<file path="src/u2cd_pkg.sv">
// types, constants and microcode rom for the unix seconds to civil date core
// no dependencies
package u2cd_pkg;

  typedef enum logic [3:0] {
    OP_NOP,
    OP_MUL,
    OP_SEC,
    OP_MIN,
    OP_HR,
    OP_YEST,
    OP_ACC365,
    OP_C100,
    OP_C400,
    OP_TSUB,
    OP_YSTEP,
    OP_MONTH
  } op_e;

  typedef enum logic [2:0] {
    DIV_60,
    DIV_24,
    DIV_366,
    DIV_100,
    DIV_400
  } div_e;

  typedef enum logic {
    SRC_T,
    SRC_P
  } src_e;

  typedef enum logic [1:0] {
    JMP_NEXT,
    JMP_FITS,
    JMP_END
  } jmp_e;

  localparam int UcLen = 17;
  localparam int StepW = $clog2(UcLen);

  typedef logic [StepW-1:0] step_t;

  localparam step_t STEP_YEAR = step_t'(14);

  typedef struct packed {
    op_e  op;
    div_e div;
    src_e src;
  } ctrl_t;

  typedef struct packed {
    ctrl_t ctrl;
    jmp_e  jmp;
    step_t addr;
  } uword_t;

  localparam logic [31:0] RECIP_60  = 32'((64'd1 << 32) / 64'd60);
  localparam logic [31:0] RECIP_24  = 32'((64'd1 << 32) / 64'd24);
  localparam logic [31:0] RECIP_366 = 32'((64'd1 << 32) / 64'd366);
  localparam logic [31:0] RECIP_100 = 32'((64'd1 << 32) / 64'd100);
  localparam logic [31:0] RECIP_400 = 32'((64'd1 << 32) / 64'd400);

  localparam logic [31:0] EPOCH_DAYS = 32'd719162;
  localparam logic [11:0] YEAR_BASE  = 12'd1970;

  function automatic logic [8:0] div_const(div_e d);
    logic [8:0] c;
    unique case (d)
      DIV_60:  c = 9'd60;
      DIV_24:  c = 9'd24;
      DIV_366: c = 9'd366;
      DIV_100: c = 9'd100;
      DIV_400: c = 9'd400;
      default: c = 9'd60;
    endcase
    return c;
  endfunction

  function automatic logic [31:0] div_recip(div_e d);
    logic [31:0] r;
    unique case (d)
      DIV_60:  r = RECIP_60;
      DIV_24:  r = RECIP_24;
      DIV_366: r = RECIP_366;
      DIV_100: r = RECIP_100;
      DIV_400: r = RECIP_400;
      default: r = RECIP_60;
    endcase
    return r;
  endfunction

  // days before the start of month m (m = 12 gives the year length)
  function automatic logic [8:0] cum_days(logic lp, logic [3:0] m);
    logic [8:0] n;
    unique case (m)
      4'd0:    n = 9'd0;
      4'd1:    n = 9'd31;
      4'd2:    n = 9'd59;
      4'd3:    n = 9'd90;
      4'd4:    n = 9'd120;
      4'd5:    n = 9'd151;
      4'd6:    n = 9'd181;
      4'd7:    n = 9'd212;
      4'd8:    n = 9'd243;
      4'd9:    n = 9'd273;
      4'd10:   n = 9'd304;
      4'd11:   n = 9'd334;
      default: n = 9'd365;
    endcase
    if (lp && m >= 4'd2) begin
      n = n + 9'd1;
    end
    return n;
  endfunction

  function automatic uword_t mk(op_e op, div_e d, src_e s, jmp_e j, step_t a);
    uword_t w;
    w.ctrl.op  = op;
    w.ctrl.div = d;
    w.ctrl.src = s;
    w.jmp      = j;
    w.addr     = a;
    return w;
  endfunction

  function automatic uword_t ucode_rom(step_t s);
    uword_t w;
    unique case (s)
      step_t'(0):  w = mk(OP_MUL,    DIV_60,  SRC_T, JMP_NEXT, '0);
      step_t'(1):  w = mk(OP_SEC,    DIV_60,  SRC_T, JMP_NEXT, '0);
      step_t'(2):  w = mk(OP_MUL,    DIV_60,  SRC_T, JMP_NEXT, '0);
      step_t'(3):  w = mk(OP_MIN,    DIV_60,  SRC_T, JMP_NEXT, '0);
      step_t'(4):  w = mk(OP_MUL,    DIV_24,  SRC_T, JMP_NEXT, '0);
      step_t'(5):  w = mk(OP_HR,     DIV_24,  SRC_T, JMP_NEXT, '0);
      step_t'(6):  w = mk(OP_MUL,    DIV_366, SRC_T, JMP_NEXT, '0);
      step_t'(7):  w = mk(OP_YEST,   DIV_366, SRC_T, JMP_NEXT, '0);
      step_t'(8):  w = mk(OP_ACC365, DIV_100, SRC_P, JMP_NEXT, '0);
      step_t'(9):  w = mk(OP_MUL,    DIV_100, SRC_P, JMP_NEXT, '0);
      step_t'(10): w = mk(OP_C100,   DIV_100, SRC_P, JMP_NEXT, '0);
      step_t'(11): w = mk(OP_MUL,    DIV_400, SRC_P, JMP_NEXT, '0);
      step_t'(12): w = mk(OP_C400,   DIV_400, SRC_P, JMP_NEXT, '0);
      step_t'(13): w = mk(OP_TSUB,   DIV_60,  SRC_T, JMP_NEXT, '0);
      STEP_YEAR:   w = mk(OP_YSTEP,  DIV_60,  SRC_T, JMP_FITS, STEP_YEAR);
      step_t'(15): w = mk(OP_MONTH,  DIV_60,  SRC_T, JMP_NEXT, '0);
      default:     w = mk(OP_NOP,    DIV_60,  SRC_T, JMP_END,  '0);
    endcase
    return w;
  endfunction

endpackage

</file>
<file path="src/unix_seconds_to_civil_date_core.sv">
// one transaction at a time: a new one is accepted only once the previous result is loaded,
// at the end of the 17-step microcode program and its year stepping loop; the end step
// waits while the output register is full and stalled
// reset: async active low, clears sequencer and output valid; no state carried between items
// top level of the unix seconds to civil date core: sequencer, rom and output register
// depends on u2cd_pkg and u2cd_datapath
module unix_seconds_to_civil_date_core (
  input  logic        clk_i,
  input  logic        rst_ni,
  input  logic [31:0] epoch_seconds_i,
  input  logic        in_valid_i,
  output logic        in_stall_o,
  output logic        out_valid_o,
  input  logic        out_stall_i,
  output logic [11:0] year_o,
  output logic [3:0]  month_o,
  output logic [4:0]  day_of_month_o,
  output logic [4:0]  hour_o,
  output logic [5:0]  minute_o,
  output logic [5:0]  second_of_minute_o
);
  import u2cd_pkg::*;

  logic        busy_q;
  step_t       step_q;
  logic        out_valid_q;
  uword_t      uw;
  ctrl_t       ctrl;
  logic        accept;
  logic        slot_free;
  logic        load_out;
  logic        fits;

  logic [11:0] dp_year;
  logic [3:0]  dp_month;
  logic [4:0]  dp_day;
  logic [4:0]  dp_hour;
  logic [5:0]  dp_minute;
  logic [5:0]  dp_second;

  logic [11:0] year_q;
  logic [3:0]  month_q;
  logic [4:0]  day_q;
  logic [4:0]  hour_q;
  logic [5:0]  minute_q;
  logic [5:0]  second_q;

  assign uw        = ucode_rom(step_q);
  assign accept    = in_valid_i && !busy_q;
  assign slot_free = !out_valid_q || !out_stall_i;
  assign load_out  = busy_q && (uw.jmp == JMP_END) && slot_free;

  always_comb begin
    ctrl = uw.ctrl;
    if (!busy_q) begin
      ctrl.op = OP_NOP;
    end
  end

  u2cd_datapath u_dp (
    .clk_i           (clk_i),
    .ctrl_i          (ctrl),
    .load_i          (accept),
    .epoch_seconds_i (epoch_seconds_i),
    .fits_o          (fits),
    .year_o          (dp_year),
    .month_o         (dp_month),
    .day_o           (dp_day),
    .hour_o          (dp_hour),
    .minute_o        (dp_minute),
    .second_o        (dp_second)
  );

  always_ff @(posedge clk_i or negedge rst_ni) begin
    if (!rst_ni) begin
      busy_q      <= 1'b0;
      step_q      <= '0;
      out_valid_q <= 1'b0;
    end else begin
      if (load_out) begin
        out_valid_q <= 1'b1;
      end else if (out_valid_q && !out_stall_i) begin
        out_valid_q <= 1'b0;
      end
      if (accept) begin
        busy_q <= 1'b1;
        step_q <= '0;
      end else if (busy_q) begin
        unique case (uw.jmp)
          JMP_NEXT: step_q <= step_q + step_t'(1);
          JMP_FITS: step_q <= fits ? uw.addr : step_q + step_t'(1);
          JMP_END: begin
            if (slot_free) begin
              busy_q <= 1'b0;
            end
          end
          default: busy_q <= 1'b0;
        endcase
      end
    end
  end

  always_ff @(posedge clk_i) begin
    if (load_out) begin
      year_q   <= dp_year;
      month_q  <= dp_month;
      day_q    <= dp_day;
      hour_q   <= dp_hour;
      minute_q <= dp_minute;
      second_q <= dp_second;
    end
  end

  assign in_stall_o         = busy_q;
  assign out_valid_o        = out_valid_q;
  assign year_o             = year_q;
  assign month_o            = month_q;
  assign day_of_month_o     = day_q;
  assign hour_o             = hour_q;
  assign minute_o           = minute_q;
  assign second_of_minute_o = second_q;

endmodule

</file>
<file path="src/u2cd_datapath.sv">
// datapath of the civil date core: reciprocal divider, year and month logic
// depends on u2cd_pkg
module u2cd_datapath (
  input  logic           clk_i,
  input  u2cd_pkg::ctrl_t ctrl_i,
  input  logic           load_i,
  input  logic [31:0]    epoch_seconds_i,
  output logic           fits_o,
  output logic [11:0]    year_o,
  output logic [3:0]     month_o,
  output logic [4:0]     day_o,
  output logic [4:0]     hour_o,
  output logic [5:0]     minute_o,
  output logic [5:0]     second_o
);
  import u2cd_pkg::*;

  logic [31:0] t_q;
  logic [11:0] p_q;
  logic [20:0] acc_q;
  logic [63:0] prod_q;
  logic [11:0] year_q;
  logic [6:0]  c100_q;
  logic [8:0]  c400_q;
  logic [5:0]  sec_q;
  logic [5:0]  min_q;
  logic [4:0]  hr_q;
  logic [3:0]  month_q;
  logic [4:0]  day_q;

  logic [31:0] src_v;
  logic [8:0]  cval;
  logic [31:0] q_est;
  logic [40:0] qc;
  logic [31:0] r_est;
  logic        fix;
  logic [31:0] quo;
  logic [8:0]  rem;
  logic        leap;
  logic [8:0]  ylen;
  logic [8:0]  day_idx;
  logic [3:0]  mon_d;
  logic [8:0]  base;
  logic        found;

  assign src_v = (ctrl_i.src == SRC_P) ? 32'(p_q) : t_q;
  assign cval  = div_const(ctrl_i.div);
  assign q_est = prod_q[63:32];
  assign qc    = 41'(q_est) * 41'(cval);
  assign r_est = src_v - qc[31:0];
  assign fix   = (r_est >= 32'(cval));
  assign quo   = q_est + 32'(fix);
  assign rem   = fix ? 9'(r_est - 32'(cval)) : r_est[8:0];

  assign leap   = (year_q[1:0] == 2'd0) && ((c100_q != 7'd0) || (c400_q == 9'd0));
  assign ylen   = leap ? 9'd366 : 9'd365;
  assign fits_o = (t_q >= 32'(ylen));

  assign day_idx = t_q[8:0];

  always_comb begin
    mon_d = 4'd12;
    base  = cum_days(leap, 4'd11);
    found = 1'b0;
    for (int m = 1; m <= 12; m++) begin
      if (!found && day_idx < cum_days(leap, 4'(m))) begin
        mon_d = 4'(m);
        base  = cum_days(leap, 4'(m - 1));
        found = 1'b1;
      end
    end
  end

  always_ff @(posedge clk_i) begin
    if (load_i) begin
      t_q <= epoch_seconds_i;
    end
    unique case (ctrl_i.op)
      OP_MUL: begin
        prod_q <= 64'(src_v) * 64'(div_recip(ctrl_i.div));
      end
      OP_SEC: begin
        sec_q <= rem[5:0];
        t_q   <= quo;
      end
      OP_MIN: begin
        min_q <= rem[5:0];
        t_q   <= quo;
      end
      OP_HR: begin
        hr_q <= rem[4:0];
        t_q  <= quo;
      end
      OP_YEST: begin
        year_q <= YEAR_BASE + quo[11:0];
        p_q    <= YEAR_BASE - 12'd1 + quo[11:0];
      end
      OP_ACC365: begin
        acc_q <= 21'(p_q) * 21'd365 + 21'(p_q[11:2]);
      end
      OP_C100: begin
        acc_q  <= acc_q - quo[20:0];
        c100_q <= (rem == 9'd99) ? 7'd0 : 7'(rem + 9'd1);
      end
      OP_C400: begin
        acc_q  <= acc_q + quo[20:0];
        c400_q <= (rem == 9'd399) ? 9'd0 : rem + 9'd1;
      end
      OP_TSUB: begin
        t_q <= t_q + EPOCH_DAYS - 32'(acc_q);
      end
      OP_YSTEP: begin
        if (fits_o) begin
          t_q    <= t_q - 32'(ylen);
          year_q <= year_q + 12'd1;
          c100_q <= (c100_q == 7'd99) ? 7'd0 : c100_q + 7'd1;
          c400_q <= (c400_q == 9'd399) ? 9'd0 : c400_q + 9'd1;
        end
      end
      OP_MONTH: begin
        month_q <= mon_d;
        day_q   <= 5'(day_idx - base + 9'd1);
      end
      default: begin
      end
    endcase
  end

  assign year_o   = year_q;
  assign month_o  = month_q;
  assign day_o    = day_q;
  assign hour_o   = hr_q;
  assign minute_o = min_q;
  assign second_o = sec_q;

endmodule

</file>
<file path="config.mk">
export PLATFORM = sky130hd
export DESIGN_NAME = unix_seconds_to_civil_date_core
export DESIGN_NICKNAME = d
export VERILOG_FILES = /design/src/u2cd_pkg.sv /design/src/unix_seconds_to_civil_date_core.sv /design/src/u2cd_datapath.sv
export SDC_FILE = /design/constraint.sdc
export NUM_CORES = 2
export LEC_CHECK = 0
export ABC_CLOCK_PERIOD_IN_PS = 30000
export BUFFER_PORTS_ARGS = -buffer_cell sky130_fd_sc_hd__clkbuf_2
export CAP_MARGIN = 15
export CORE_MARGIN = 4
export CORE_UTILIZATION = 28
export DETAILED_ROUTE_END_ITERATION = 10
export HOLD_SLACK_MARGIN = 0.1
export MAX_ROUTING_LAYER = met4
export PLACE_DENSITY_LB_ADDON = 0.05
export SLEW_MARGIN = 20
export SYNTH_ARGS = -nofsm -noshare
export SYNTH_HDL_FRONTEND = slang
export SYNTH_SLANG_ARGS = --single-unit
</file>
<file path="constraint.sdc">
create_clock -name clk_i -period 30 [get_ports clk_i]
set_input_delay 6 -clock clk_i [delete_from_list [all_inputs] [get_ports clk_i]]
set_output_delay 6 -clock clk_i [all_outputs]
set_load 0.02 [all_outputs]
</file>
## After elaboration in Yosys (flattened, before gate mapping)

Memory sizes are Yosys's and may differ from the RTL's.
Index checks and enable logic that the tools add are counted.

- Bits in registers: 228
- ROM bits: 192
- Logic and storage cells: 236
- Memories kept: 1

- Add/subtract/negate cells: 28
- Multipliers: 3
- $lt $le $gt $ge: 14
- Eq/ne operators: 22
- Muxes and demuxes: 96
- Reductions and logical operators: 50

Memory list:

| name | words | bits a word | read ports | clocked after memory_dff | wr ports | RTL line | text |
|---|---|---|---|---|---|---|---|
| (no name shown) | 16 | 12 | 1 | 0 | 0 | u2cd_pkg.sv:129 | `unique case (s)` |

Operator list:

| operator | count |
|---|---|
| two-way mux 5 bit | 34 |
| two-way mux 32 bit | 4 |
| one-hot mux 28 bit (4 select lines) | 1 |
| one-hot mux 32 bit (3 select lines) | 1 |
| >= comparator 32 x 9 -> 1 bit | 2 |
| multiplier 32 x 32 -> 64 bit | 1 |
| one-hot mux 21 bit (3 select lines) | 1 |
| adder 5 x 1 -> 5 bit (second input constant) | 12 |
| two-way mux 4 bit | 10 |
| < comparator 9 x 8 -> 1 bit | 4 |
| < comparator 9 bit | 4 |
| two-way mux 9 bit | 4 |
| one-hot mux 9 bit (4 select lines) | 1 |
| adder 32 x 1 -> 32 bit | 1 |
| adder 32 x 20 -> 32 bit (second input constant) | 1 |
| multiplier 32 x 9 -> 32 bit | 1 |
| subtractor 32 x 21 -> 32 bit | 1 |
| subtractor 32 bit | 1 |
| subtractor 32 x 9 -> 32 bit | 1 |
| adder 11 x 12 -> 12 bit (first input constant) | 2 |
| one-hot mux 12 bit (2 select lines) | 1 |
| adder 21 x 10 -> 21 bit | 1 |
| adder 21 bit | 1 |
| multiplier 12 x 9 -> 21 bit (second input constant) | 1 |
| 44 further kinds | 122 |

## Longest topological paths before layout

- Depth in word-level cells: 42
- Gate-level depth with buffers: 56
- Depth with buffers taken out: 51

## Modules after synthesis

From an unflattened synthesis, not the netlist that was laid out.

- Cell total of the unflattened synthesis: 5,804
- Area, all modules: 51,665.8 µm²

By module, submodules not included:

| module | times used | cells an instance | area an instance (µm²) | sequential area each (µm²) |
|---|---|---|---|---|
| u2cd_datapath | 1 | 5,703 | 50,004.2 | 4,184.0 |
| unix_seconds_to_civil_date_core | 1 | 101 | 1,661.6 | 1,316.3 |

## Least setup slack after synthesis

OpenSTA, ideal clock, no wires.

- Kind: reg2reg
- Start point: register step_q[1]
- End point: register u_dp.acc_q[20], data pin
- Setup time: 0.271 ns
- Arrival: 11.911 ns
- Required time: 29.729 ns
- Setup slack: 17.818 ns
- Cell stages (with the launch flop): 57
- Buffers on the path: 5
- Period minus slack after synthesis: 12.182 ns
- Cell sequence: dfrtp_1 -> clkbuf_1 -> inv_1 -> ha_1 -> and2_1 -> nor2_1 -> nor2_1 -> nor2_1 -> inv_1 -> clkbuf_1 -> clkbuf_1 -> nand2_1 -> fa_1 -> inv_1 -> fa_1 -> ha_1 -> inv_1 -> fa_1 -> [21 not listed] -> xnor2_1 -> inv_1 -> ha_1 -> nand2_1 -> o21ai_0 -> fa_1 -> a21o_1 -> a21oi_1 -> o21bai_1 -> a21oi_1 -> o21ai_0 -> a41oi_1 -> a211oi_1 -> a41oi_1 -> a21oi_1 -> a31oi_1 -> xnor2_1 -> mux2i_1

- Cells in the longest elaborated chain, start to end: 10
- Elaborated cells between the ends (all ways): 19

Ends and longest elaborated chain:

| item | RTL line | text |
|---|---|---|
| start: declaration | unix_seconds_to_civil_date_core.sv:25 | `step_t step_q;` |
| start signal: assignment | unix_seconds_to_civil_date_core.sv:90 | `JMP_NEXT: step_q <= step_q + step_t'(1);` |
| start signal: assignment | unix_seconds_to_civil_date_core.sv:91 | `JMP_FITS: step_q <= fits ? uw.addr : step_q + step_t'(1);` |
| memory read (16 x 12 bit) * | -- |  |
| two-way mux 15 bit * | u2cd_pkg.sv:129 |  |
| equality test 3 bit, or another cell as far along | u2cd_pkg.sv:69 | `unique case (d)` |
| one-hot mux 9 bit (4 select lines) | u2cd_pkg.sv:69 |  |
| multiplier 32 x 9 -> 32 bit | u2cd_datapath.sv:49 | `assign qc = 41'(q_est) * 41'(cval);` |
| subtractor 32 bit | u2cd_datapath.sv:50 | `assign r_est = src_v - qc[31:0];` |
| >= comparator 32 x 9 -> 1 bit | u2cd_datapath.sv:51 | `assign fix = (r_est >= 32'(cval));` |
| adder 32 x 1 -> 32 bit | u2cd_datapath.sv:52 | `assign quo = q_est + 32'(fix);` |
| adder 21 bit / subtractor 21 bit (equally long branches) | u2cd_datapath.sv:106, u2cd_datapath.sv:102 |  |
| one-hot mux 21 bit (3 select lines) * | u2cd_datapath.sv:78 | `unique case (ctrl_i.op)` |
| end signal: assignment | u2cd_datapath.sv:99 | `acc_q <= 21'(p_q) * 21'd365 + 21'(p_q[11:2]);` |
| end signal: assignment | u2cd_datapath.sv:102 | `acc_q <= acc_q - quo[20:0];` |
| end signal: assignment | u2cd_datapath.sv:106 | `acc_q <= acc_q + quo[20:0];` |
| end: declaration | u2cd_datapath.sv:20 | `logic [20:0] acc_q;` |

Every way passes the cells marked *; elsewhere a longest branch is shown, timed or not.
A chain may end at the register's enable or synchronous reset.

## Worst setup path in the final report

Ends and elaborated chain as after synthesis.

==> flow_summary.yaml <==
synth:
  syn_area_mm2: 0.0505
  synthFlopType: "edfxtp_1"
  ys_ff_latch: 195
  synth_edf_count: 156
  synth_top_area_cell: "fa_1"
  yosysUniqueCellTypes: 85
  syn_inst: 5614
  synth.most_common_cell: "inv_1"
  synth_commonest_cells: "1488 x inv_1, 936 x fa_1, 606 x ha_1"
  yosys_warnings: 0
  yosysTopAreaCellShare: 0.371
  seq_area_frac_synth: 0.109
  async_reset_ff_frac: 0.0359
  synth_area_leaders: "fa_1 37%, ha_1 15%, inv_1 11%"
  synth_area_per_cell_um2: 8.99
finish:
  final_layout_size_suffix_gt1_frac: 0.0403
  nNetsFinal: 7224
  instances_no_fill: 8015
  area_delta_synth_final_pct: 8.09
global_routing:
  grt_pass1_wl_um: 281000
  grt_max_degree: 65
  grt-ovfl-total: 0
  grt_pass1_vias: 40000
  grt_use_total: 0.213
  antenna_found_initial: 7
timing:
  timing.hold.ws_ns: 0.421
  min_period_ns: 14.78
  drv_slew: 0
  rsz0062_at_grt: "false"
  worst_pin_slew_ns: 1.06
  tns_ns: 0
  slew-limit-headroom: 0.273
  report.final.hold_viol_count: 0
  period_share: 0.493
  setup_violations: 0
  fin_worst_skew_ns: 0.0232
  max_freq_ghz: 0.0676
clock_tree:
  cts-htree-levels: 4
  cts_max_path_buffers: 2
  cts-resized-gates: 0
  post-cts-setup-buffer-count: 0
  numClockSinks: 195
  cts_buffers: 17
  clkSlewWorstSetupHoldPaths_ns: 0.09
  cts_hold_buffers: 0
  cts_tree: "yes"
  clk_latency_ns: 0.55
  cts-root-buf: "clkbuf_16"
critical_path:
  cp.required_ns: 30.28
  critPathMaxStageDelay_ns: 0.73
  crit_type: "flop to flop"
  end_kind: "flop"
  path_max_fanout: 46
  slowest_stage: "nor3_4"
  cp_common_cell: "ha_1"
  cp.arrival_ns: 15.07
  start_kind: "flop"
routing:
  ant_nets: 0
  vias: 37300
  drtPass1Iterations: 5
  drt_wl_total_um: 190000
  drc: 0
  drt-wirelength-per-cell_um: 23.7
  avgViaCountPerCell: 4.65
  drtIter0Drc: 2462
run_status:
  status: "finished clean"
floorplanning:
  core_mm2: 0.179
  fp.dieH_um: 433
  row_count: 155
  die_area_mm2: 0.187
  ioPinCount: 76
  fp.dieW_um: 433
  initial_utilization: 0.282
hold_path:
  hold_class: "flop to flop"
placed_design:
  port_buffers: 75
  gp_congestion: 0.888
  hpwlAfterDp_um: 164000
  placed_cells: 7982
job:
  drv_cap: 0
registers in the layout (all words and copies together) (netlist names):
register,count
u_dp.c100_q,7
u_dp.minute_o,6
u_dp.prod_q,31
step_q,5
year_o,12
minute_o,6
u_dp.year_o,12
u_dp.hour_o,5
second_of_minute_o,6
u_dp.day_o,5
u_dp.p_q,12
u_dp.t_q,32
out_valid_o,1
u_dp.month_o,4
u_dp.acc_q,21
in_stall_o,1
u_dp.second_o,6
day_of_month_o,5
month_o,4
hour_o,5
u_dp.c400_q,9
final cells by class:
cell class,count,area (um2)
multi-input combinational,3787,39000
timing repair buffer,143,886
sequential,195,5500
tap,2355,2950
clock inverter,15,199
clock buffer,17,425
inverter,1502,5640
fill,19300,124000
antenna,1,2.50
final timing paths:
| kind | to | cells after the start | slack [ns] | from |
|---|---|---|---|---|
| setup reg to reg | u_dp.acc_q[20] | 50 | 15.22 | step_q[1] |
| setup / recovery | u_dp.acc_q[20] | 50 | 15.22 | step_q[1] |
| hold reg to reg | month_o[3] | 0 | 0.42 | u_dp.month_o[3] |
| hold / removal | month_o[3] | 0 | 0.42 | u_dp.month_o[3] |
| max in group asynchronous | step_q[4] | 1 | 24.41 | rst_ni |
| min in group asynchronous | step_q[0] | 1 | 5.33 | rst_ni |
cells by family (layout without fill, tap and decap cells):
group,after synthesis,count (layout),synth area share
fa+ha+maj,1542,1542,0.521
other cells,1,21,0.0000743
compound gates,617,617,0.0769
flops,195,195,0.109
xor+xnor,258,258,0.0450
mux,36,36,0.00734
simple gates,1314,1314,0.117
buf+inv,1651,1677,0.123
worst max-delay path: cells and delay by family, from the launching register on:
kind	cells	cell delay [ns]
adders and majority gates	11	4.04
and+or+nand+nor	15	3.82
AOI/OAI and AO/OA	14	3.37
buffers and inverters	6	1.65
xor gates and xnor gates	3	0.97
DFF	1	0.58
muxes	1	0.08
placed cells by master (no fill, tap or decap), types with 19 or more instances in the layout:
cell type,synthesis,layout
o22ai_1,19,19
buf_4,1,68
xor2_1,84,84
nand4_1,28,28
xnor2_1,173,173
nand2_1,527,523
nand3_1,89,89
clkbuf_2,0,75
ha_1,606,606
nor2_1,359,354
conb_1,1,20
fa_1,936,936
o21ai_0,137,135
nor3_1,50,48
nor2b_1,35,34
and3_1,50,50
edfxtp_1,156,156
nand2b_1,36,36
dfxtp_1,32,32
a21o_1,48,48
and2_1,62,62
inv_1,1488,1488
a21oi_1,204,199
mux2i_1,28,25
through the flow:
step,instance area (um2),utilization,setup slack (ns)
6_report,54600,0.305,15.22
3_5_place_dp,53900,0.302,15.37
2_1_floorplan,50600,-,17.82
4_1_cts,54600,0.305,15.35
5_1_grt,54600,0.305,14.21
3_3_place_gp,53900,0.302,15.70
layer usage:
layer  global-route usage  wire (um)
met5                    -          0
met3               0.0169       5640
met1                0.296      91400
met4               0.0394       3740
met2                0.344      89000
Power is not shown: default switching activity piles up to over one toggle a cycle in this logic, so the estimate is an artifact.
